`src/rtl/core/red_run_bearing_tracker_unit_defines.svh`:
```
// assertion macros for the run bearing tracker
`ifndef RED_RUN_BEARING_TRACKER_UNIT_DEFINES_SVH
`define RED_RUN_BEARING_TRACKER_UNIT_DEFINES_SVH

// same-cycle implication
`define RRBT_ASSERT(label, ante, cons) \
  label: assert property (@(posedge clk) disable iff (!rst_n) (ante) |-> (cons)) \
    else $error("rrbt assertion failed");

// next-cycle implication
`define RRBT_ASSERT_NEXT(label, ante, cons) \
  label: assert property (@(posedge clk) disable iff (!rst_n) (ante) |=> (cons)) \
    else $error("rrbt assertion failed");

`endif

```
`src/rtl/core/rrbt_pkg.sv`:
```
// types, constants and the arctangent table of the run bearing tracker
package rrbt_pkg;

  localparam int DEF_LINE_PIXELS  = 128;
  localparam int DEF_CORDIC_STEPS = 16;
  localparam int FRAC_SHIFT       = 24;
  localparam int ATAN_LEN         = 24;
  localparam int STEP_W           = 5;
  localparam int ANG_W            = 18;
  localparam int MID_W            = 14;
  localparam int QUEUE_DEPTH      = 2;
  localparam int CFG_IDX_W        = 2;
  localparam int CFG_DATA_W       = 10;

  localparam logic [CFG_IDX_W-1:0] CFG_TARGET_LEVEL = 2'd0;
  localparam logic [CFG_IDX_W-1:0] CFG_CENTRE       = 2'd1;
  localparam logic [CFG_IDX_W-1:0] CFG_FOCAL        = 2'd2;

  localparam logic [7:0] RST_TARGET_LEVEL = 8'd255;
  localparam logic [7:0] RST_CENTRE       = 8'd127;
  localparam logic [9:0] RST_FOCAL        = 10'd128;

  typedef struct packed {
    logic [7:0]         red_value;
    logic               line_last;
    logic signed [15:0] eye_angle;
    logic               eye_tag;
  } red_in_t;

  typedef struct packed {
    logic signed [15:0] setpoint_angle;
    logic               target_seen;
    logic [8:0]         midpoint_half_pixels;
    logic               eye_out;
  } red_out_t;

  typedef struct packed {
    logic               seen;
    logic [MID_W-1:0]   mid;
    logic signed [15:0] eye;
    logic               tag;
  } rrbt_job_t;

  typedef enum logic [1:0] {
    PH_SEARCH,
    PH_RUN,
    PH_DONE
  } scan_phase_t;

  typedef enum logic [1:0] {
    BK_IDLE,
    BK_RUN,
    BK_FIN
  } back_state_t;

  function automatic logic [15:0] atan_q16(input logic [STEP_W-1:0] i);
    logic [15:0] v;
    unique case (i)
      5'd0:    v = 16'd51472;
      5'd1:    v = 16'd30386;
      5'd2:    v = 16'd16055;
      5'd3:    v = 16'd8150;
      5'd4:    v = 16'd4091;
      5'd5:    v = 16'd2047;
      5'd6:    v = 16'd1024;
      5'd7:    v = 16'd512;
      5'd8:    v = 16'd256;
      5'd9:    v = 16'd128;
      5'd10:   v = 16'd64;
      5'd11:   v = 16'd32;
      5'd12:   v = 16'd16;
      5'd13:   v = 16'd8;
      5'd14:   v = 16'd4;
      5'd15:   v = 16'd2;
      5'd16:   v = 16'd1;
      default: v = 16'd0;
    endcase
    return v;
  endfunction

endpackage

```
`src/rtl/core/rrbt_front.sv`:
```
// pixel scan front end: finds the first target run and emits one job per line
module rrbt_front #(
  parameter int LINE_PIXELS = 128
) (
  input  logic               clk,
  input  logic               rst_n,
  input  logic               beat,
  input  rrbt_pkg::red_in_t  pix,
  input  logic [7:0]         target_level,
  output logic               push,
  output rrbt_pkg::rrbt_job_t job
);
  import rrbt_pkg::*;

  localparam int PIX_W = $clog2(LINE_PIXELS + 1);
  localparam int IDX_W = $clog2(LINE_PIXELS);

  scan_phase_t      phase_r, phase_nxt, phase_upd;
  logic [IDX_W-1:0] start_r, start_nxt, start_upd;
  logic [IDX_W-1:0] end_r, end_nxt, end_upd;
  logic [PIX_W-1:0] index_r, index_nxt, index_upd;
  logic             active;
  logic             hit;
  logic [IDX_W-1:0] idx_cur;

  assign active  = index_r < PIX_W'(LINE_PIXELS);
  assign hit     = pix.red_value == target_level;
  assign idx_cur = index_r[IDX_W-1:0];

  // next state
  always_comb begin
    phase_upd = phase_r;
    if (active) begin
      unique case (phase_r)
        PH_SEARCH: if (hit) phase_upd = PH_RUN;
        PH_RUN:    if (!hit) phase_upd = PH_DONE;
        PH_DONE:   phase_upd = PH_DONE;
        default:   phase_upd = PH_SEARCH;
      endcase
    end
    phase_nxt = phase_r;
    if (beat) begin
      phase_nxt = pix.line_last ? PH_SEARCH : phase_upd;
    end
  end

  // outputs and datapath
  always_comb begin
    start_upd = start_r;
    end_upd   = end_r;
    index_upd = index_r;
    if (active) begin
      index_upd = index_r + PIX_W'(1);
      if (phase_r == PH_SEARCH && hit) begin
        start_upd = idx_cur;
        end_upd   = idx_cur;
      end else if (phase_r == PH_RUN && hit) begin
        end_upd = idx_cur;
      end
    end
    start_nxt = start_r;
    end_nxt   = end_r;
    index_nxt = index_r;
    if (beat) begin
      start_nxt = pix.line_last ? '0 : start_upd;
      end_nxt   = pix.line_last ? '0 : end_upd;
      index_nxt = pix.line_last ? '0 : index_upd;
    end
    push     = beat && pix.line_last;
    job.seen = phase_upd != PH_SEARCH;
    job.mid  = job.seen ? MID_W'(start_upd) + MID_W'(end_upd) : MID_W'({index_upd, 1'b0});
    job.eye  = pix.eye_angle;
    job.tag  = pix.eye_tag;
  end

  always_ff @(posedge clk) begin
    if (!rst_n) begin
      phase_r <= PH_SEARCH;
      start_r <= '0;
      end_r   <= '0;
      index_r <= '0;
    end else begin
      phase_r <= phase_nxt;
      start_r <= start_nxt;
      end_r   <= end_nxt;
      index_r <= index_nxt;
    end
  end

endmodule

```
`src/rtl/core/rrbt_queue.sv`:
```
// short job queue between the scan front end and the bearing back end
`include "red_run_bearing_tracker_unit_defines.svh"

module rrbt_queue (
  input  logic                clk,
  input  logic                rst_n,
  input  logic                push,
  input  rrbt_pkg::rrbt_job_t push_job,
  input  logic                pop,
  output logic                q_valid,
  output rrbt_pkg::rrbt_job_t q_job,
  output logic                full
);
  import rrbt_pkg::*;

  localparam int PTR_W = (QUEUE_DEPTH > 1) ? $clog2(QUEUE_DEPTH) : 1;
  localparam int CNT_W = $clog2(QUEUE_DEPTH + 1);

  rrbt_job_t        mem_r [QUEUE_DEPTH];
  logic [PTR_W-1:0] wr_ptr_r, wr_ptr_nxt;
  logic [PTR_W-1:0] rd_ptr_r, rd_ptr_nxt;
  logic [CNT_W-1:0] count_r, count_nxt;

  assign q_valid = count_r != '0;
  assign full    = count_r == CNT_W'(QUEUE_DEPTH);
  assign q_job   = mem_r[rd_ptr_r];

  always_comb begin
    wr_ptr_nxt = wr_ptr_r;
    rd_ptr_nxt = rd_ptr_r;
    count_nxt  = count_r;
    if (push) begin
      wr_ptr_nxt = (wr_ptr_r == PTR_W'(QUEUE_DEPTH - 1)) ? '0 : wr_ptr_r + PTR_W'(1);
    end
    if (pop) begin
      rd_ptr_nxt = (rd_ptr_r == PTR_W'(QUEUE_DEPTH - 1)) ? '0 : rd_ptr_r + PTR_W'(1);
    end
    if (push && !pop) begin
      count_nxt = count_r + CNT_W'(1);
    end else if (pop && !push) begin
      count_nxt = count_r - CNT_W'(1);
    end
  end

  always_ff @(posedge clk) begin
    if (push) begin
      mem_r[wr_ptr_r] <= push_job;
    end
  end

  always_ff @(posedge clk) begin
    if (!rst_n) begin
      wr_ptr_r <= '0;
      rd_ptr_r <= '0;
      count_r  <= '0;
    end else begin
      wr_ptr_r <= wr_ptr_nxt;
      rd_ptr_r <= rd_ptr_nxt;
      count_r  <= count_nxt;
    end
  end

  `RRBT_ASSERT(a_no_overflow, push, !full)
  `RRBT_ASSERT(a_no_underflow, pop, q_valid)
  `RRBT_ASSERT_NEXT(a_count_moves, push && !pop, count_r != $past(count_r))

endmodule

```
`src/rtl/core/rrbt_back.sv`:
```
// bearing back end: iterative vectoring cordic, rounding, saturation and result register
`include "red_run_bearing_tracker_unit_defines.svh"

module rrbt_back #(
  parameter int LINE_PIXELS  = 128,
  parameter int CORDIC_STEPS = 16
) (
  input  logic                clk,
  input  logic                rst_n,
  input  logic                q_valid,
  input  rrbt_pkg::rrbt_job_t q_job,
  output logic                pop,
  input  logic [7:0]          centre,
  input  logic [9:0]          focal,
  output logic                out_valid,
  input  logic                out_stall,
  output rrbt_pkg::red_out_t  out_data
);
  import rrbt_pkg::*;

  localparam int STEPS_EFF = (CORDIC_STEPS > ATAN_LEN) ? ATAN_LEN : CORDIC_STEPS;
  localparam int CW        = $clog2(2 * LINE_PIXELS + 256) + 3 + FRAC_SHIFT;
  localparam int D_W       = MID_W + 1;
  localparam logic signed [ANG_W:0] SP_MAX = 32767;
  localparam logic signed [ANG_W:0] SP_MIN = -32768;
  localparam logic signed [ANG_W:0] RND    = 4;

  back_state_t              state_r, state_nxt;
  logic [STEP_W-1:0]        step_r;
  logic signed [CW-1:0]     x_r, y_r;
  logic signed [ANG_W-1:0]  ang_r;
  rrbt_job_t                job_r;
  logic                     out_valid_r;
  red_out_t                 out_data_r;

  logic                     slot_free;
  logic                     load;
  logic                     step_last;
  logic signed [D_W-1:0]    diff;
  logic signed [CW-1:0]     x_init, y_init;
  logic signed [CW-1:0]     xs, ys;
  logic signed [ANG_W-1:0]  atan_step;
  logic                     y_pos;
  logic signed [ANG_W:0]    z_rnd, z_q13, sp_sum;
  logic signed [15:0]       sp_sat;

  assign slot_free = !out_valid_r || !out_stall;
  assign step_last = step_r == STEP_W'(STEPS_EFF - 1);

  // next state
  always_comb begin
    state_nxt = state_r;
    unique case (state_r)
      BK_IDLE: if (q_valid) state_nxt = q_job.seen ? BK_RUN : BK_FIN;
      BK_RUN:  if (step_last) state_nxt = BK_FIN;
      BK_FIN:  if (slot_free) state_nxt = BK_IDLE;
      default: state_nxt = BK_IDLE;
    endcase
  end

  // outputs
  always_comb begin
    pop  = (state_r == BK_IDLE) && q_valid;
    load = (state_r == BK_FIN) && slot_free;
  end

  // cordic datapath
  always_comb begin
    diff      = signed'(D_W'(q_job.mid)) - signed'(D_W'(centre));
    x_init    = signed'(CW'(focal)) <<< FRAC_SHIFT;
    y_init    = CW'(diff) <<< FRAC_SHIFT;
    xs        = x_r >>> step_r;
    ys        = y_r >>> step_r;
    atan_step = signed'(ANG_W'(atan_q16(step_r)));
    y_pos     = !y_r[CW-1] && (y_r != '0);
    z_rnd     = (ANG_W+1)'(ang_r) + RND;
    z_q13     = z_rnd >>> 3;
    sp_sum    = z_q13 + (ANG_W+1)'(job_r.eye);
    if (sp_sum > SP_MAX) begin
      sp_sat = 16'sd32767;
    end else if (sp_sum < SP_MIN) begin
      sp_sat = -16'sd32768;
    end else begin
      sp_sat = sp_sum[15:0];
    end
  end

  always_ff @(posedge clk) begin
    if (pop) begin
      job_r  <= q_job;
      x_r    <= x_init;
      y_r    <= y_init;
      ang_r  <= '0;
      step_r <= '0;
    end else if (state_r == BK_RUN) begin
      if (y_pos) begin
        x_r   <= x_r + ys;
        y_r   <= y_r - xs;
        ang_r <= ang_r + atan_step;
      end else begin
        x_r   <= x_r - ys;
        y_r   <= y_r + xs;
        ang_r <= ang_r - atan_step;
      end
      step_r <= step_r + STEP_W'(1);
    end
    if (load) begin
      out_data_r.setpoint_angle       <= job_r.seen ? sp_sat : '0;
      out_data_r.target_seen          <= job_r.seen;
      out_data_r.midpoint_half_pixels <= job_r.mid[8:0];
      out_data_r.eye_out              <= job_r.tag;
    end
  end

  always_ff @(posedge clk) begin
    if (!rst_n) begin
      state_r     <= BK_IDLE;
      out_valid_r <= 1'b0;
    end else begin
      state_r <= state_nxt;
      if (load) begin
        out_valid_r <= 1'b1;
      end else if (!out_stall) begin
        out_valid_r <= 1'b0;
      end
    end
  end

  assign out_valid = out_valid_r;
  assign out_data  = out_data_r;

  `RRBT_ASSERT(a_step_bound, state_r == BK_RUN, step_r < STEP_W'(STEPS_EFF))
  `RRBT_ASSERT(a_unseen_zero, out_valid_r && !out_data_r.target_seen, out_data_r.setpoint_angle == '0)
  `RRBT_ASSERT_NEXT(a_fin_loads, state_r == BK_FIN && !out_valid_r, out_valid_r && state_r == BK_IDLE)

endmodule

```
`src/rtl/core/red_run_bearing_tracker_unit.sv`:
```
// Run bearing tracker top level. Pixels are taken one per clock while the two-entry job
// queue has room; each line's last pixel queues one job. The back end fetches a job in
// BK_IDLE, runs min(CORDIC_STEPS, 24) iterative CORDIC steps in BK_RUN for a line with a
// target run (none without), and loads the result register in BK_FIN once the output slot
// is free; meanwhile the queue keeps taking pixels of later lines. Configuration
// writes are always ready and take effect on the next cycle.
module red_run_bearing_tracker_unit #(
  parameter int LINE_PIXELS  = rrbt_pkg::DEF_LINE_PIXELS,
  parameter int CORDIC_STEPS = rrbt_pkg::DEF_CORDIC_STEPS
) (
  input  logic                                 clk,
  input  logic                                 rst_n,
  input  logic                                 in_valid,
  output logic                                 in_stall,
  input  rrbt_pkg::red_in_t                    in_data,
  output logic                                 out_valid,
  input  logic                                 out_stall,
  output rrbt_pkg::red_out_t                   out_data,
  input  logic                                 cfg_valid,
  output logic                                 cfg_ready,
  input  logic [rrbt_pkg::CFG_IDX_W-1:0]       cfg_index,
  input  logic [rrbt_pkg::CFG_DATA_W-1:0]      cfg_data
);
  import rrbt_pkg::*;

  logic [7:0] target_level_r;
  logic [7:0] centre_r;
  logic [9:0] focal_r;
  logic       beat;
  logic       push;
  rrbt_job_t  push_job;
  logic       pop;
  logic       q_valid;
  rrbt_job_t  q_job;
  logic       q_full;

  assign cfg_ready = 1'b1;
  assign in_stall  = q_full;
  assign beat      = in_valid && !in_stall;

  always_ff @(posedge clk) begin
    if (!rst_n) begin
      target_level_r <= RST_TARGET_LEVEL;
      centre_r       <= RST_CENTRE;
      focal_r        <= RST_FOCAL;
    end else if (cfg_valid && cfg_ready) begin
      unique case (cfg_index)
        CFG_TARGET_LEVEL: target_level_r <= cfg_data[7:0];
        CFG_CENTRE:       centre_r       <= cfg_data[7:0];
        CFG_FOCAL:        focal_r        <= cfg_data[9:0];
        default:          ;
      endcase
    end
  end

  rrbt_front #(
    .LINE_PIXELS(LINE_PIXELS)
  ) u_front (
    .clk          (clk),
    .rst_n        (rst_n),
    .beat         (beat),
    .pix          (in_data),
    .target_level (target_level_r),
    .push         (push),
    .job          (push_job)
  );

  rrbt_queue u_queue (
    .clk      (clk),
    .rst_n    (rst_n),
    .push     (push),
    .push_job (push_job),
    .pop      (pop),
    .q_valid  (q_valid),
    .q_job    (q_job),
    .full     (q_full)
  );

  rrbt_back #(
    .LINE_PIXELS  (LINE_PIXELS),
    .CORDIC_STEPS (CORDIC_STEPS)
  ) u_back (
    .clk       (clk),
    .rst_n     (rst_n),
    .q_valid   (q_valid),
    .q_job     (q_job),
    .pop       (pop),
    .centre    (centre_r),
    .focal     (focal_r),
    .out_valid (out_valid),
    .out_stall (out_stall),
    .out_data  (out_data)
  );

endmodule

```
`config.mk`:
```
export PLATFORM = sky130hd
export DESIGN_NAME = red_run_bearing_tracker_unit
export DESIGN_NICKNAME = d
export VERILOG_FILES = /design/src/rtl/core/rrbt_pkg.sv /design/src/rtl/core/rrbt_front.sv /design/src/rtl/core/rrbt_queue.sv /design/src/rtl/core/rrbt_back.sv /design/src/rtl/core/red_run_bearing_tracker_unit.sv
export VERILOG_INCLUDE_DIRS = /design/src /design/src/rtl/core
export SDC_FILE = /design/constraint.sdc
export NUM_CORES = 1
export LEC_CHECK = 0
export BUFFER_PORTS_ARGS = -buffer_cell sky130_fd_sc_hd__buf_2
export CAP_MARGIN = 20
export CORE_UTILIZATION = 40
export DETAILED_ROUTE_END_ITERATION = 12
export GPL_TIMING_DRIVEN = 0
export HOLD_SLACK_MARGIN = 0.08
export PLACE_DENSITY_LB_ADDON = 0.25
export SLEW_MARGIN = 0
export SYNTH_ARGS = -nofsm -noshare
export SYNTH_HDL_FRONTEND = slang
export SYNTH_HIERARCHICAL = 1
export SYNTH_SLANG_ARGS = --single-unit
export TNS_END_PERCENT = 5
```
`constraint.sdc`:
```
create_clock -name clk -period 17.28 [get_ports clk]
set_clock_uncertainty 0.1 [all_clocks]
set_input_delay 1.728 -clock clk [delete_from_list [all_inputs] [get_ports clk]]
set_output_delay 1.728 -clock clk [all_outputs]
set_load 0.1 [all_outputs]
```
-- After elaboration in Yosys (flattened, before gate mapping)
Memory sizes are Yosys's and may differ from the RTL's. A register that Yosys moved wholly into a read port is not among the register bits.
Cells that the tools add are included.
- ROM bits: 512
- memories: 2
- memory bits (writable): 64
- flip-flop bits (word level): 206
- eq/ne operators: 13
- bitwise operators: 1
- mux-type cells: 41
- order comparisons: 3
- reductions and logical operators: 29
- shifts and indexed selects: 2
- add/sub/neg operators: 16
- memories (memory ; words ; bits a word ; rd ports ; clocked after Yosys merged registers in ; write ports ; line ; text):
    (name not given) ; 32 ; 16 ; 1 ; 1 ; 0 ; rrbt_pkg.sv:58 ; unique case (i)
    u_queue.mem_r ; 2 ; 32 ; 1 ; 1 ; 1 ; rrbt_queue.sv:19 ; rrbt_job_t mem_r [QUEUE_DEPTH];
- operator list (cell ; number):
    2-to-1 mux 36 bit ; 4
    adder 36 bit ; 2
    >>> shifter 36 x 5 -> 36 bit ; 2
    subtractor 36 bit ; 2
    2-to-1 mux 34 bit ; 2
    2-to-1 mux 7 bit ; 7
    nonzero test 36 bit ; 1
    2-to-1 mux 2 bit ; 10
    adder 18 x 4 -> 19 bit, second input constant ; 1
    greater-than comparator 19 x 16 -> 1 bit, second input constant ; 1
    less-than comparator 19 x 16 -> 1 bit, second input constant ; 1
    adder 18 x 17 -> 18 bit ; 1
    2-to-1 mux 18 bit ; 1
    subtractor 18 x 17 -> 18 bit ; 1
    adder 16 x 16 -> 17 bit ; 1
    2-to-1 mux 16 bit ; 1
    2-to-1 mux 8 bit ; 2
    2-to-1 mux 15 bit ; 1
    2-to-1 mux 14 bit ; 1
    case mux 2 bit (3 select lines) ; 2
    subtractor 12 x 8 -> 12 bit ; 1
    2-to-1 mux 5 bit ; 2
    logical AND 1 bit ; 9
    adder 7 x 7 -> 8 bit ; 1
    20 further kinds ; 48

-- Depth between registers and ports, before layout
Gate-level depths: netlist of run 1.
- depth after elaboration: 8
- depth in mapped cells: 28
- depth with buffers taken out: 23

-- Hierarchy
The synthesis of run 1 kept the hierarchy.
- by module, submodules not included (module ; area an instance (µm²) ; cells an instance ; times used):
    rrbt_back ; 17799.6 ; 2058 ; 1
    rrbt_queue ; 2531.2 ; 122 ; 1
    rrbt_front ; 2063.2 ; 236 ; 1
    red_run_bearing_tracker_unit ; 1096.1 ; 110 ; 1

-- Least setup slack after synthesis of run 1
No wires, ideal clock.
- path type: reg2reg
- start point: register u_back.step_r[0]
- end point: register u_back.y_r[32], data pin
- slack: 11.199 ns
- data required time: 16.909 ns
- path buffers: 5
- arrival: 5.710 ns
- cell stages (with the launch flop): 26
- setup time: 0.271 ns
- period minus slack after synthesis: 6.081 ns
- cells stage by stage: dfxtp_1 buf_4 buf_4 buf_2 mux4_2 a32oi_1 o31ai_1 nor4_1 o211ai_1 nor3_1 nand3_1 o21ai_0 xor2_1 ha_1 clkbuf_1 a21o_1 a21oi_1 or3b_2 a311oi_1 o21ai_0 and2_1 clkbuf_1 a211o_1 a21oi_1 xor2_1 o22ai_1
- cells in the longest elaborated chain, start to end: 5
- ends and longest elaborated chain (element ; line ; text):
    start, declared ; rrbt_back.sv:29 ; logic [STEP_W-1:0] step_r;
    start signal, assigned ; rrbt_back.sv:105 ; step_r <= step_r + STEP_W'(1);
    >>> shifter 36 x 5 -> 36 bit * ; rrbt_back.sv:72 ; xs = x_r >>> step_r;
    adder 36 bit or subtractor 36 bit (tied branches) ; rrbt_back.sv:102, rrbt_back.sv:98 ;
    2-to-1 mux 36 bit * ; rrbt_back.sv:96 ; if (y_pos) begin
    2-to-1 mux 36 bit * ; rrbt_back.sv:95 ; end else if (state_r == BK_RUN) begin
    2-to-1 mux 36 bit * ; rrbt_back.sv:89 ; if (pop) begin
    end signal, assigned ; rrbt_back.sv:92 ; y_r <= y_init;
    end signal, assigned ; rrbt_back.sv:98 ; y_r <= y_r - xs;
    end signal, assigned ; rrbt_back.sv:102 ; y_r <= y_r + xs;
    end, declared ; rrbt_back.sv:30 ; logic signed [CW-1:0] x_r, y_r;
Mark *: on every way between the ends. The rest lies on a longest branch, timed or not. The select of a mux whose other input is x is not followed.
A chain may end at the register's enable or synchronous reset.

-- Worst setup path in the final report of run 1
- start point: register u_back.step_r[3]
- end point: register u_back.y_r[32], data pin
The elaborated chain is that of the path after synthesis.

==> results of run 1 <==
[through the flow]
step / hold slack [ps] / utilization [%] / total power, mW
after CTS: 318 / 45.0 / 6.08
after detailed placement: 305 / 42.8 / 5.25
final: 317 / 45.0 / 6.18
after global placement: 303 / 42.6 / 5.17
after floorplan: 300 / - / 4.05
after global routing: 321 / 45.0 / 6.55
[layer usage]
metal  up-vias  routed length, µm  share of wire [%]  GRT usage (%)
met3       198               7420                7.9           5.97
li1       9574                  -                  -              -
met4         0               4840                5.1           14.7
met2       982              39500                 42           45.4
met5         -                  0                  0              0
met1     10400              42200                 45           43.6
[cells in the final DEF, fill, tap and decap left out, types with 79 or more instances in the layout]
| master | count |
|---|---|
| a21oi_1 | 141 |
| o21ai_0 | 201 |
| nor2_1 | 140 |
| mux2_2 | 97 |
| ha_1 | 132 |
| xnor2_1 | 103 |
| xor2_1 | 109 |
| edfxtp_1 | 136 |
| mux2i_1 | 100 |
| buf_2 | 82 |
| dfxtp_1 | 147 |
| nand3_1 | 79 |
| clkbuf_1 | 80 |
| nand2_1 | 230 |
[power groups by stage]
stage	Sequential, mW	Clock [mW]	Combinational, mW
floorplan	1.10	0	2.95
finish	1.15	0.798	4.23
detailed placement	1.15	0	4.10
global route	1.15	0.841	4.56
CTS	1.14	0.817	4.13
global placement	1.15	0	4.02
[cell type report]
class                           instances  area, µm²
Fill cell                            5601      31700
Clock buffer                           49       1010
Tap cell                              765        957
Inverter                               71        267
Timing Repair Buffer                   61        402
Buffer                                156        823
Sequential cell                       283       7030
Clock inverter                         19        246
Multi-Input combinational cell       2010      15200
[worst reg2reg max path: stages (launching register included)]
cell and delay, ps:
dfxtp_1 400, buf_2 260, clkinv_1 250, buf_1 690, buf_2 550, clkbuf_1 810
nor3_1 120, nor4_1 560, o211ai_1 250, nor3_1 410, nor3b_4 460, nand4_1 290
nand2_1 160, xor2_1 180, ha_1 320, a21oi_1 290, or3b_2 550, a311oi_1 730
o21ai_0 260, and2_1 210, clkbuf_1 170, a211o_1 320, a21oi_1 170, xor2_1 160
o22ai_1 100
[registers in the layout (all words and copies together) (netlist names), 2 cells and up, named ones only]
| register | flops |
|---|---|
| u_queue/mem_r | 60 |
| u_back/x_r | 36 |
| u_back/y_r | 36 |
| u_back/job_r | 27 |
| u_back/out_data | 27 |
| u_back/ang_r | 18 |
| u_back/atan_step | 16 |
| focal_r | 10 |
| centre_r | 8 |
| target_level_r | 8 |
| u_front/index_r | 8 |
| u_front/end_r | 7 |
| u_front/start_r | 7 |
| u_back/step_r | 5 |
| u_back/state_r | 2 |
| u_front/phase_r | 2 |
| u_queue/count_r | 2 |
[path summary, 6_finish.rpt]
check | from | to | slack, ps
worst min register to register | u_back/job_r[0] | u_back/out_data[0] | 320
worst min-delay path | u_back/job_r[0] | u_back/out_data[0] | 320
worst max-delay path | u_back/step_r[3] | u_back/y_r[32] | 8240
worst max register to register | u_back/step_r[3] | u_back/y_r[32] | 8240
==> metrics.json, run 1 <==
{
  "run_status": {"value": "complete, no violations"},
  "synth_cells": {"value": 2518},
  "dieHeight": {"value": 244, "unit": "µm"},
  "post_route_cells_drive_above_1_share": {"value": 14.9, "unit": "%"},
  "floorplan.die.width": {"value": 244, "unit": "µm"},
  "overflow": {"value": 0},
  "number_of_violations_of_the_max_capacitance_limit": {"value": 0},
  "period_needed": {"value": 9040, "unit": "ps"},
  "p_comb_share": {"value": 68.5, "unit": "%"},
  "finalSetupViolCount": {"value": 0},
  "floorplan.die_area": {"value": 59300, "unit": "µm²"},
  "cell_internal_pwr": {"value": 2.99, "unit": "mW"},
  "core.rowCount": {"value": 88},
  "worst-endpoint-arrival": {"value": 9230, "unit": "ps"},
  "cts_resized": {"value": 0},
  "ys_warnings": {"value": 6},
  "cellLeakagePower": {"value": 10.2, "unit": "nW"},
  "hpwl": {"value": 72600, "unit": "µm"},
  "min_path_cells": {"value": 0},
  "postRouteWirelength": {"value": 93900, "unit": "µm"},
  "worst_r2r_path_depth": {"value": 24},
  "worst_setup_path_class": {"value": "register to register"},
  "route.detailed.vias_per_inst": {"value": 6.20},
  "max-slew-margin-rel": {"value": 15.2, "unit": "%"},
  "critPathCaptureType": {"value": "register"},
  "cpPeakStageDelay": {"value": 800, "unit": "ps"},
  "netSwitchingPower": {"value": 3.19, "unit": "mW"},
  "finalHoldViolCount": {"value": 0},
  "worst_slack": {"value": 8240, "unit": "ps"},
  "vias": {"value": 21200},
  "io-pin-count": {"value": 73},
  "antenna_found_initial": {"value": 2},
  "p_per_area": {"value": 238, "unit": "nW/µm²"},
  "placed_cells_incl_taps": {"value": 3345},
  "path_max_fanout": {"value": 10},
  "power_frac_seq": {"value": 18.6, "unit": "%"},
  "cts-root-buf": {"value": "clkbuf_16"},
  "netlist_area": {"value": 23300, "unit": "µm²"},
  "dpl_cell_area": {"value": 24700, "unit": "µm²"},
  "cts_h_tree_depth": {"value": 2},
  "number_of_global_route_vias_before_repair": {"value": 20100},
  "cp_top_family": {"value": "simple AND/OR/NAND/NOR gates"},
  "core-area": {"value": 57700, "unit": "µm²"},
  "final_estimated_routing_congestion_in_global_placement": {"value": 1.05},
  "finish.instance_area": {"value": 26000, "unit": "µm²"},
  "required": {"value": 17470, "unit": "ps"},
  "worstSetupStartpointType": {"value": "register"},
  "globalRouteTotalUtil": {"value": 31.0, "unit": "%"},
  "ctsHoldBuffers": {"value": 0},
  "area_growth": {"value": 11.3, "unit": "%"},
  "clk_pin_slew": {"value": 60, "unit": "ps"},
  "power.clock.fraction": {"value": 12.9, "unit": "%"},
  "pre_cts_slack": {"value": 8660, "unit": "ps"},
  "worst_ir_drop_vdd": {"value": 0.140, "unit": "mV"},
  "sw_frac_of_total": {"value": 51.6, "unit": "%"},
  "drt_pass_1_iters": {"value": 5},
  "insertion_delay": {"value": 580, "unit": "ps"},
  "timing.critical_path.depth": {"value": 24},
  "timing.critical_path.cells": {"value": "buf_2 > clkinv_1 > buf_1 > buf_2 > clkbuf_1 > nor3_1 > nor4_1 > o211ai_1 > nor3_1 > nor3b_4 > nand4_1 > nand2_1 > xor2_1 > ha_1 > a21oi_1 > or3b_2 > a311oi_1 > o21ai_0 > and2_1 > clkbuf_1 > a211o_1 > a21oi_1 > xor2_1 > o22ai_1"},
  "slew_limit_fails": {"value": 0},
  "num_antenna_cells": {"value": 0},
  "layout.cells.non_filler": {"value": 3414},
  "tritoncts_clock_tree": {"value": "built"},
  "synth.avg_cell_area": {"value": 9.27, "unit": "µm²"},
  "cts_num_sinks": {"value": 283},
  "clock.fmax": {"value": 0.111, "unit": "GHz"},
  "fin_tns_setup": {"value": 0, "unit": "ps"},
  "drt_iter0_drc": {"value": 2304},
  "cp_slowest_cell": {"value": "clkbuf_1"},
  "cts_setup_buffers": {"value": 0},
  "ctsLongestPathBuffers": {"value": 3},
  "cts-buffers-inserted": {"value": 37},
  "ant_nets": {"value": 0},
  "first_pass_grt_wire_length": {"value": 135000, "unit": "µm"},
  "ratio_of_final_minimum_period_to_clock_period": {"value": 52.3, "unit": "%"},
  "holdCritPathClass": {"value": "register to register"},
  "num-nets-final": {"value": 2801},
  "grt_setup_unrepaired": {"value": "no"},
  "detail_route.wl_per_cell": {"value": 27.5, "unit": "µm"},
  "worst_slew_pin_slew": {"value": 1270, "unit": "ps"},
  "critical_path.n_buffers_inverters": {"value": 6},
  "port-buffer-count": {"value": 54},
  "grt_start_max_net_pins": {"value": 32},
  "starting_density": {"value": 40.4, "unit": "%"},
  "drc_errors": {"value": 0}
}
No activity file was read; power rests on OpenSTA's default activity.
==> run 2, diff against run 1 <==
- clock period: 17.28 -> 7.4 ns (I/O delays scaled with it)
==> run 2 against run 1 <==
Effect of this change:
- total power up 140%
- wire length about the same
- final cell count rose by 0.21%
- cell area grew 1.5%
- clock-buffer cell count unchanged
- flip-flop and latch count unchanged
- worst setup slack got worse by 8200 ps
- via count grew 0.56%
- register-to-register slack got worse by 8200 ps
- sequential power is 130% higher
==> metrics.json, run 2 (synthesized netlist as in run 1, its figures left out) <==
{
  "layout_commonest_cell": {"value": "nand2_1", "change": "unchanged"},
  "holdCritPathClass": {"value": "input pin to register", "change": "was register to register"},
  "final.fill_count": {"value": 5564, "change": "was 5601"},
  "floorplan.die_area": {"value": 59300, "unit": "µm²", "change": "unchanged"},
  "number_of_global_route_vias_before_repair": {"value": 20100, "change": "about the same"},
  "totalPowerFinal": {"value": 14.7, "unit": "mW", "change": "was 6.18 mW"},
  "cp_slowest_cell": {"value": "a21oi_1", "change": "was clkbuf_1"},
  "cellLeakagePower": {"value": 10.4, "unit": "nW", "change": "was 10.2 nW"},
  "slew_limit_fails": {"value": 0, "change": "unchanged"},
  "detail_route.wl_per_cell": {"value": 27.5, "unit": "µm", "change": "about the same"},
  "largest_register_ffs": {"value": 60, "change": "unchanged"},
  "most-common-layout-cells": {"value": "230 x nand2_1, 197 x o21ai_0, 145 x dfxtp_1", "change": "was 230 x nand2_1, 201 x o21ai_0, 147 x dfxtp_1"},
  "worst_slew_pin_slew": {"value": 1200, "unit": "ps", "change": "was 1270 ps"},
  "worstSetupStartpointType": {"value": "register", "change": "unchanged"},
  "io-pin-count": {"value": 73, "change": "unchanged"},
  "ctsLongestPathBuffers": {"value": 3, "change": "unchanged"},
  "p_per_area": {"value": 556, "unit": "nW/µm²", "change": "was 238 nW/µm²"},
  "cts_h_tree_depth": {"value": 2, "change": "unchanged"},
  "critPathCaptureType": {"value": "register", "change": "unchanged"},
  "finish.instance_area": {"value": 26400, "unit": "µm²", "change": "was 26000 µm²"},
  "ratio_of_final_minimum_period_to_clock_period": {"value": 99.1, "unit": "%", "change": "was 52.3%"},
  "critical_path.n_buffers_inverters": {"value": 9, "change": "was 6"},
  "port-buffer-count": {"value": 54, "change": "unchanged"},
  "path_max_fanout": {"value": 10, "change": "unchanged"},
  "drt_pass_1_iters": {"value": 6, "change": "was 5"},
  "timing.hold.worst_endpoint": {"value": "u_queue/mem_r[0][13]", "change": "was u_back/out_data[0]"},
  "worst_r2r_path_depth": {"value": 26, "change": "was 24"},
  "finalSetupViolCount": {"value": 0, "change": "unchanged"},
  "insertion_delay": {"value": 580, "unit": "ps", "change": "about the same"},
  "cpMostUsedCell": {"value": "buf_2"},
  "min_path_cells": {"value": 1, "change": "was 0"},
  "hpwl": {"value": 72600, "unit": "µm", "change": "unchanged"},
  "dieHeight": {"value": 244, "unit": "µm", "change": "unchanged"},
  "largest_reg_by_ff_count": {"value": "u_queue/mem_r", "change": "unchanged"},
  "ant_nets": {"value": 0, "change": "unchanged"},
  "multiInputGateArea": {"value": 15500, "unit": "µm²", "change": "was 15200 µm²"},
  "timing.rr.end": {"value": "u_back/y_r[32]", "change": "unchanged"},
  "clk_pin_slew": {"value": 60, "unit": "ps", "change": "about the same"},
  "timing.reg2reg.setup_slack": {"value": 70, "unit": "ps", "change": "was 8240 ps"},
  "largest_registers": {"value": "u_queue/mem_r x60, u_back/x_r x36, u_back/y_r x36", "change": "unchanged"},
  "r2r-start": {"value": "u_back/step_r[2]", "change": "was u_back/step_r[3]"},
  "ctsHoldBuffers": {"value": 0, "change": "unchanged"},
  "drc_errors": {"value": 0, "change": "unchanged"},
  "tritoncts_clock_tree": {"value": "built", "change": "unchanged"},
  "cts-buffers-inserted": {"value": 37, "change": "unchanged"},
  "cpPeakStageDelay": {"value": 590, "unit": "ps", "change": "was 800 ps"},
  "overflow": {"value": 0, "change": "unchanged"},
  "run_status": {"value": "complete, no violations", "change": "unchanged"},
  "grt_setup_unrepaired": {"value": "yes", "change": "was no"},
  "first_pass_grt_wire_length": {"value": 136000, "unit": "µm", "change": "was 135000 µm"},
  "finalHoldViolCount": {"value": 0, "change": "unchanged"},
  "cts-root-buf": {"value": "clkbuf_16", "change": "unchanged"},
  "worst_setup_path_class": {"value": "register to register", "change": "unchanged"},
  "num-nets-final": {"value": 2805, "change": "was 2801"},
  "number_of_violations_of_the_max_capacitance_limit": {"value": 0, "change": "unchanged"},
  "route.detailed.vias_per_inst": {"value": 6.22, "change": "was 6.20"},
  "core-area": {"value": 57700, "unit": "µm²", "change": "unchanged"},
  "register_area": {"value": 7030, "unit": "µm²", "change": "about the same"},
  "max-slew-margin-rel": {"value": 19.9, "unit": "%", "change": "was 15.2%"},
  "cts_num_sinks": {"value": 283, "change": "unchanged"},
  "postRouteWirelength": {"value": 94000, "unit": "µm", "change": "was 93900 µm"},
  "antenna_found_initial": {"value": 2, "change": "unchanged"},
  "grt_start_max_net_pins": {"value": 32, "change": "unchanged"},
  "floorplan.die.width": {"value": 244, "unit": "µm", "change": "unchanged"},
  "period_needed": {"value": 7330, "unit": "ps", "change": "was 9040 ps"},
  "core.rowCount": {"value": 88, "change": "unchanged"},
  "required": {"value": 7590, "unit": "ps", "change": "was 17470 ps"},
  "worst-endpoint-arrival": {"value": 7520, "unit": "ps", "change": "was 9230 ps"},
  "area_growth": {"value": 13.0, "unit": "%", "change": "was 11.3%"},
  "starting_density": {"value": 40.4, "unit": "%", "change": "unchanged"},
  "dpl_cell_area": {"value": 24700, "unit": "µm²", "change": "unchanged"},
  "worst_ir_drop_vdd": {"value": 0.329, "unit": "mV", "change": "was 0.140 mV"},
  "drt_iter0_drc": {"value": 2360, "change": "was 2304"},
  "post_route_cells_drive_above_1_share": {"value": 17.2, "unit": "%", "change": "was 14.9%"},
  "globalRouteTotalUtil": {"value": 31.1, "unit": "%", "change": "was 31.0%"},
  "cp_top_family": {"value": "buffers and inverters", "change": "was simple AND/OR/NAND/NOR gates"},
  "vias": {"value": 21300, "change": "was 21200"},
  "clock.fmax": {"value": 0.136, "unit": "GHz", "change": "was 0.111 GHz"},
  "timing.hold.worst.start": {"value": "in_data[13]", "change": "was u_back/job_r[0]"},
  "final_estimated_routing_congestion_in_global_placement": {"value": 1.05, "change": "unchanged"}
}
run 2: cell types whose count changed in the layout (fill, tap and decap cells not counted), sizes merged:
cell / previous run / this run
clkbuf: 123 / 130
diode: 0 / 3
buf: 143 / 140
clkinv: 12 / 13
inv: 72 / 71
run 2: power breakdown:
group / total (mW) / leakage [nW] / internal, mW / switching (mW)
registers: 2.68 / 2.48 / 2.12 / 0.565
clock network: 1.86 / 0.603 / 1.09 / 0.776
logic: 10.1 / 7.27 / 3.92 / 6.20
total: 14.7 / 10.4 / 7.12 / 7.54
run 2: what timing repair did:
item	in CTS	in global routing
gates cloned	0	0
setup endpoints to repair	21	16
gates resized for setup	48	62
buffers inserted	1	3
pin swaps	1	6
run 2: how the worst max path moves through the flow:
stage,endpoint,start,depth (start not counted)
final,u_back/y_r[32],u_back/step_r[2],26
after detailed placement,u_back/y_r[32],u_back/step_r[3],24
after global routing,u_back/y_r[35],u_back/step_r[1],27
after floorplan,u_back/y_r[32],u_back/step_r[0],25
after CTS,u_back/y_r[32],u_back/step_r[2],25
after global placement,u_back/y_r[32],u_back/step_r[0],24
run 2: cell type report:
class                   count  share of cell area [%]
inverters                  71                    1.02
flip-flops and latches    283                    26.7
well taps                 765                    3.63
clock inverters            19                   0.935
multi-input cells        2010                    58.7
repair buffers             66                    1.66
clock buffers              49                    3.83
plain buffers             155                    3.53
diodes                      3                  0.0285
run 2: worst register-to-register path, stage by stage (launching register included):
cell and delay, ps:
dfxtp_1 310, buf_2 260, clkbuf_4 310, clkbuf_4 320
buf_2 440, buf_2 480, buf_2 410, nor2_1 100
a21oi_1 590, o211a_1 240, nand2_1 60, o21ai_0 210
xor2_1 190, ha_1 250, clkbuf_1 180, a21o_1 220
a21oi_2 190, or3b_2 560, a311oi_4 230, buf_4 200
o21ai_0 120, and2_1 180, clkbuf_1 170, a211o_1 320
a21oi_1 170, xor2_1 160, o22ai_1 100
run 2: layer usage:
| layer | GRT usage, % | vias to the layer above | routed length, µm |
|---|---|---|---|
| met1 | 43.9 | 10500 | 41900 |
| met2 | 45.5 | 980 | 39900 |
| met3 | 5.97 | 191 | 7710 |
| met5 | 0 | - | 0 |
| met4 | 14.4 | 0 | 4510 |
| li1 | - | 9586 | - |
run 2: metrics by stage:
stage               hold slack, ps  TNS (ps)  std cells  worst slack, ps  util [%]
global placement               303     -9710       3339            -1210      42.6
finish                         241         0       3421             70.2      45.7
detailed placement             305     -9280       3345            -1220      42.8
floorplan                      300         0       2520             1320         -
global route                   221     -28.9       3418            -19.6      45.7
CTS                            212     -71.5       3414            -71.5      45.3
==> run 3, diff against run 2 <==
- CORE_UTILIZATION: 40 -> 58
- PLACE_DENSITY_LB_ADDON: 0.25 -> 0.08
==> run 3 against run 2 <==
Effect of this change:
- the flow now finishes with violations (negative setup slack)
- register-to-register slack worse by 140 ps
- sequential share of layout area increased by 0.45 points
- flip-flop and latch count unchanged
- critical path type unchanged
- die area down 31%
- worst hold slack got worse by 4.9 ps
- core utilization increased by 20 points
- highest routed layer unchanged
- critical endpoint unchanged
- largest cell class unchanged
==> metrics.json, run 3 (synthesized netlist as in run 1, its figures left out) <==
{
  "run_status": {"value": "finished, violations left", "change": "was complete, no violations"},
  "violations": {"value": "negative setup slack"},
  "slew_limit_fails": {"value": 0, "change": "unchanged"},
  "io-pin-count": {"value": 73, "change": "unchanged"},
  "critical_path.n_buffers_inverters": {"value": 3, "change": "was 9"},
  "finalHoldViolCount": {"value": 0, "change": "unchanged"},
  "number_of_violations_of_the_max_capacitance_limit": {"value": 0, "change": "unchanged"},
  "final_estimated_routing_congestion_in_global_placement": {"value": 1.07, "change": "was 1.05"},
  "floorplan.die_area": {"value": 41000, "unit": "µm²", "change": "was 59300 µm²"},
  "cts-root-buf": {"value": "clkbuf_16", "change": "unchanged"},
  "timing.critical_path.cells": {"value": "nor4_1 > nand4_1 > nor2_1 > a41oi_1 > clkbuf_1 > a31oi_1 > xor2_1 > ha_1 > clkbuf_1 > a21oi_1 > o21ai_0 > a21oi_1 > o21ai_0 > a311oi_4 > o21ai_0 > and2_1 > clkbuf_1 > a211o_1 > a21oi_1 > xor2_1 > o22ai_1"},
  "dpl_cell_area": {"value": 24400, "unit": "µm²", "change": "was 24700 µm²"},
  "drc_errors": {"value": 0, "change": "unchanged"},
  "starting_density": {"value": 58.7, "unit": "%", "change": "was 40.4%"},
  "number_of_global_route_vias_before_repair": {"value": 21300, "change": "was 20100"},
  "num_antenna_cells": {"value": 0, "change": "was 3"},
  "path_max_fanout": {"value": 10, "change": "unchanged"},
  "fin_tns_setup": {"value": -74.2, "unit": "ps", "change": "was 0 ps"},
  "cp_top_family": {"value": "compound AO/OA/AOI/OAI gates", "change": "was buffers and inverters"},
  "fin_util": {"value": 65.3, "unit": "%", "change": "was 45.7%"},
  "critPathCaptureType": {"value": "register", "change": "unchanged"},
  "ctsLongestPathBuffers": {"value": 3, "change": "unchanged"},
  "clk_pin_slew": {"value": 70, "unit": "ps", "change": "was 60 ps"},
  "dieHeight": {"value": 203, "unit": "µm", "change": "was 244 µm"},
  "ant_nets": {"value": 0, "change": "unchanged"},
  "worstSetupStartpointType": {"value": "register", "change": "unchanged"},
  "postRouteWirelength": {"value": 92400, "unit": "µm", "change": "was 94000 µm"},
  "antenna_found_initial": {"value": 2, "change": "unchanged"},
  "globalRouteTotalUtil": {"value": 43.9, "unit": "%", "change": "was 31.1%"},
  "most-common-layout-cells": {"value": "230 x nand2_1, 197 x o21ai_0, 145 x dfxtp_1", "change": "unchanged"},
  "timing.hold.worst.start": {"value": "in_data[15]", "change": "was in_data[13]"},
  "worst_slack": {"value": -74.2, "unit": "ps", "change": "was 70.2 ps"},
  "worst_setup_path_class": {"value": "register to register", "change": "unchanged"},
  "drt_iter0_drc": {"value": 3051, "change": "was 2360"},
  "worstSetupStartpoint": {"value": "u_back/y_r[26]", "change": "was u_back/step_r[2]"},
  "cp_slowest_cell": {"value": "nor4_1", "change": "was a21oi_1"},
  "cts_num_sinks": {"value": 283, "change": "unchanged"},
  "hpwl": {"value": 69200, "unit": "µm", "change": "was 72600 µm"},
  "period_needed": {"value": 7470, "unit": "ps", "change": "was 7330 ps"},
  "cts_h_tree_depth": {"value": 1, "change": "was 2"},
  "max-slew-margin-rel": {"value": 13.7, "unit": "%", "change": "was 19.9%"},
  "clock.fmax": {"value": 0.134, "unit": "GHz", "change": "was 0.136 GHz"},
  "largest_reg_by_ff_count": {"value": "u_queue/mem_r", "change": "unchanged"},
  "insertion_delay": {"value": 590, "unit": "ps", "change": "was 580 ps"},
  "largest_registers": {"value": "u_queue/mem_r x60, u_back/x_r x36, u_back/y_r x36", "change": "unchanged"},
  "ctsHoldBuffers": {"value": 0, "change": "unchanged"},
  "worst-endpoint-arrival": {"value": 7660, "unit": "ps", "change": "was 7520 ps"},
  "floorplan.die.width": {"value": 203, "unit": "µm", "change": "was 244 µm"},
  "port-buffer-count": {"value": 54, "change": "unchanged"},
  "grt_start_max_net_pins": {"value": 32, "change": "unchanged"},
  "required": {"value": 7590, "unit": "ps", "change": "about the same"},
  "vias": {"value": 22300, "change": "was 21300"},
  "area_growth": {"value": 11.2, "unit": "%", "change": "was 13.0%"},
  "core-area": {"value": 39700, "unit": "µm²", "change": "was 57700 µm²"},
  "grt_setup_unrepaired": {"value": "yes", "change": "unchanged"},
  "largest_register_ffs": {"value": 60, "change": "unchanged"},
  "route.detailed.vias_per_inst": {"value": 7.02, "change": "was 6.22"},
  "tritoncts_clock_tree": {"value": "built", "change": "unchanged"},
  "drt_pass_1_iters": {"value": 7, "change": "was 6"},
  "detail_route.wl_per_cell": {"value": 29.1, "unit": "µm", "change": "was 27.5 µm"},
  "core.rowCount": {"value": 73, "change": "was 88"},
  "holdCritPathClass": {"value": "input pin to register", "change": "unchanged"},
  "ratio_of_final_minimum_period_to_clock_period": {"value": 101, "unit": "%", "change": "was 99.1%"},
  "finish.instance_area": {"value": 25900, "unit": "µm²", "change": "was 26400 µm²"},
  "post_route_cells_drive_above_1_share": {"value": 17.3, "unit": "%", "change": "was 17.2%"},
  "r2r-start": {"value": "u_back/y_r[26]", "change": "was u_back/step_r[2]"},
  "cpPeakStageDelay": {"value": 880, "unit": "ps", "change": "was 590 ps"},
  "num-nets-final": {"value": 2809, "change": "was 2805"},
  "overflow": {"value": 0, "change": "unchanged"},
  "worst_slew_pin_slew": {"value": 1280, "unit": "ps", "change": "was 1200 ps"},
  "layout_commonest_cell": {"value": "nand2_1", "change": "unchanged"},
  "first_pass_grt_wire_length": {"value": 134000, "unit": "µm", "change": "was 136000 µm"},
  "finalSetupViolCount": {"value": 1, "change": "was 0"},
  "cts-buffers-inserted": {"value": 31, "change": "was 37"}
}
## run 3: timing repair
| item | in CTS | in global routing |
|---|---|---|
| setup endpoints to repair | 24 | 19 |
| gates cloned | 0 | 0 |
| gates resized for setup | 44 | 71 |
| pin swaps | 1 | 10 |
| setup buffers | 2 | 15 |
## run 3: metrics by stage
| stage | setup WS [ps] | hold slack (ps) | instances |
|---|---|---|---|
| after floorplan | 1320 | 300 | 2520 |
| after global placement | -916 | 302 | 3099 |
| after detailed placement | -942 | 306 | 3103 |
| after CTS | -11.4 | 225 | 3163 |
| after global routing | -56.9 | 226 | 3178 |
| final | -74.2 | 236 | 3178 |
## run 3: worst paths after layout
path / endpoint / slack, ps / cells after the start
max reg2reg: u_back/y_r[32] / -70 / 21
max: u_back/y_r[32] / -70 / 21
min reg2reg: u_back/out_data[4] / 330 / 0
min: u_queue/mem_r[1][15] / 240 / 1
## run 3: layout make-up
cell class / count / area, µm²
Clock inverter: 17 / 196
Buffer: 154 / 931
Timing Repair Buffer: 77 / 498
Inverter: 71 / 270
Fill cell: 3080 / 13800
Multi-Input combinational cell: 2010 / 15500
Tap cell: 525 / 657
Clock buffer: 41 / 875
Sequential cell: 283 / 7030
## run 3: metal layers
| layer | GRT usage (%) | vias up | part of all wire (%) |
|---|---|---|---|
| li1 | - | 9574 | - |
| met1 | 58.1 | 10900 | 39 |
| met5 | 0 | - | 0 |
| met4 | 19.3 | 0 | 5.1 |
| met2 | 65.4 | 1594 | 43 |
| met3 | 14.0 | 284 | 13 |
Power of run 3 is not shown: default switching activity piles up to over one toggle a cycle in this logic, so the estimate is an artifact.
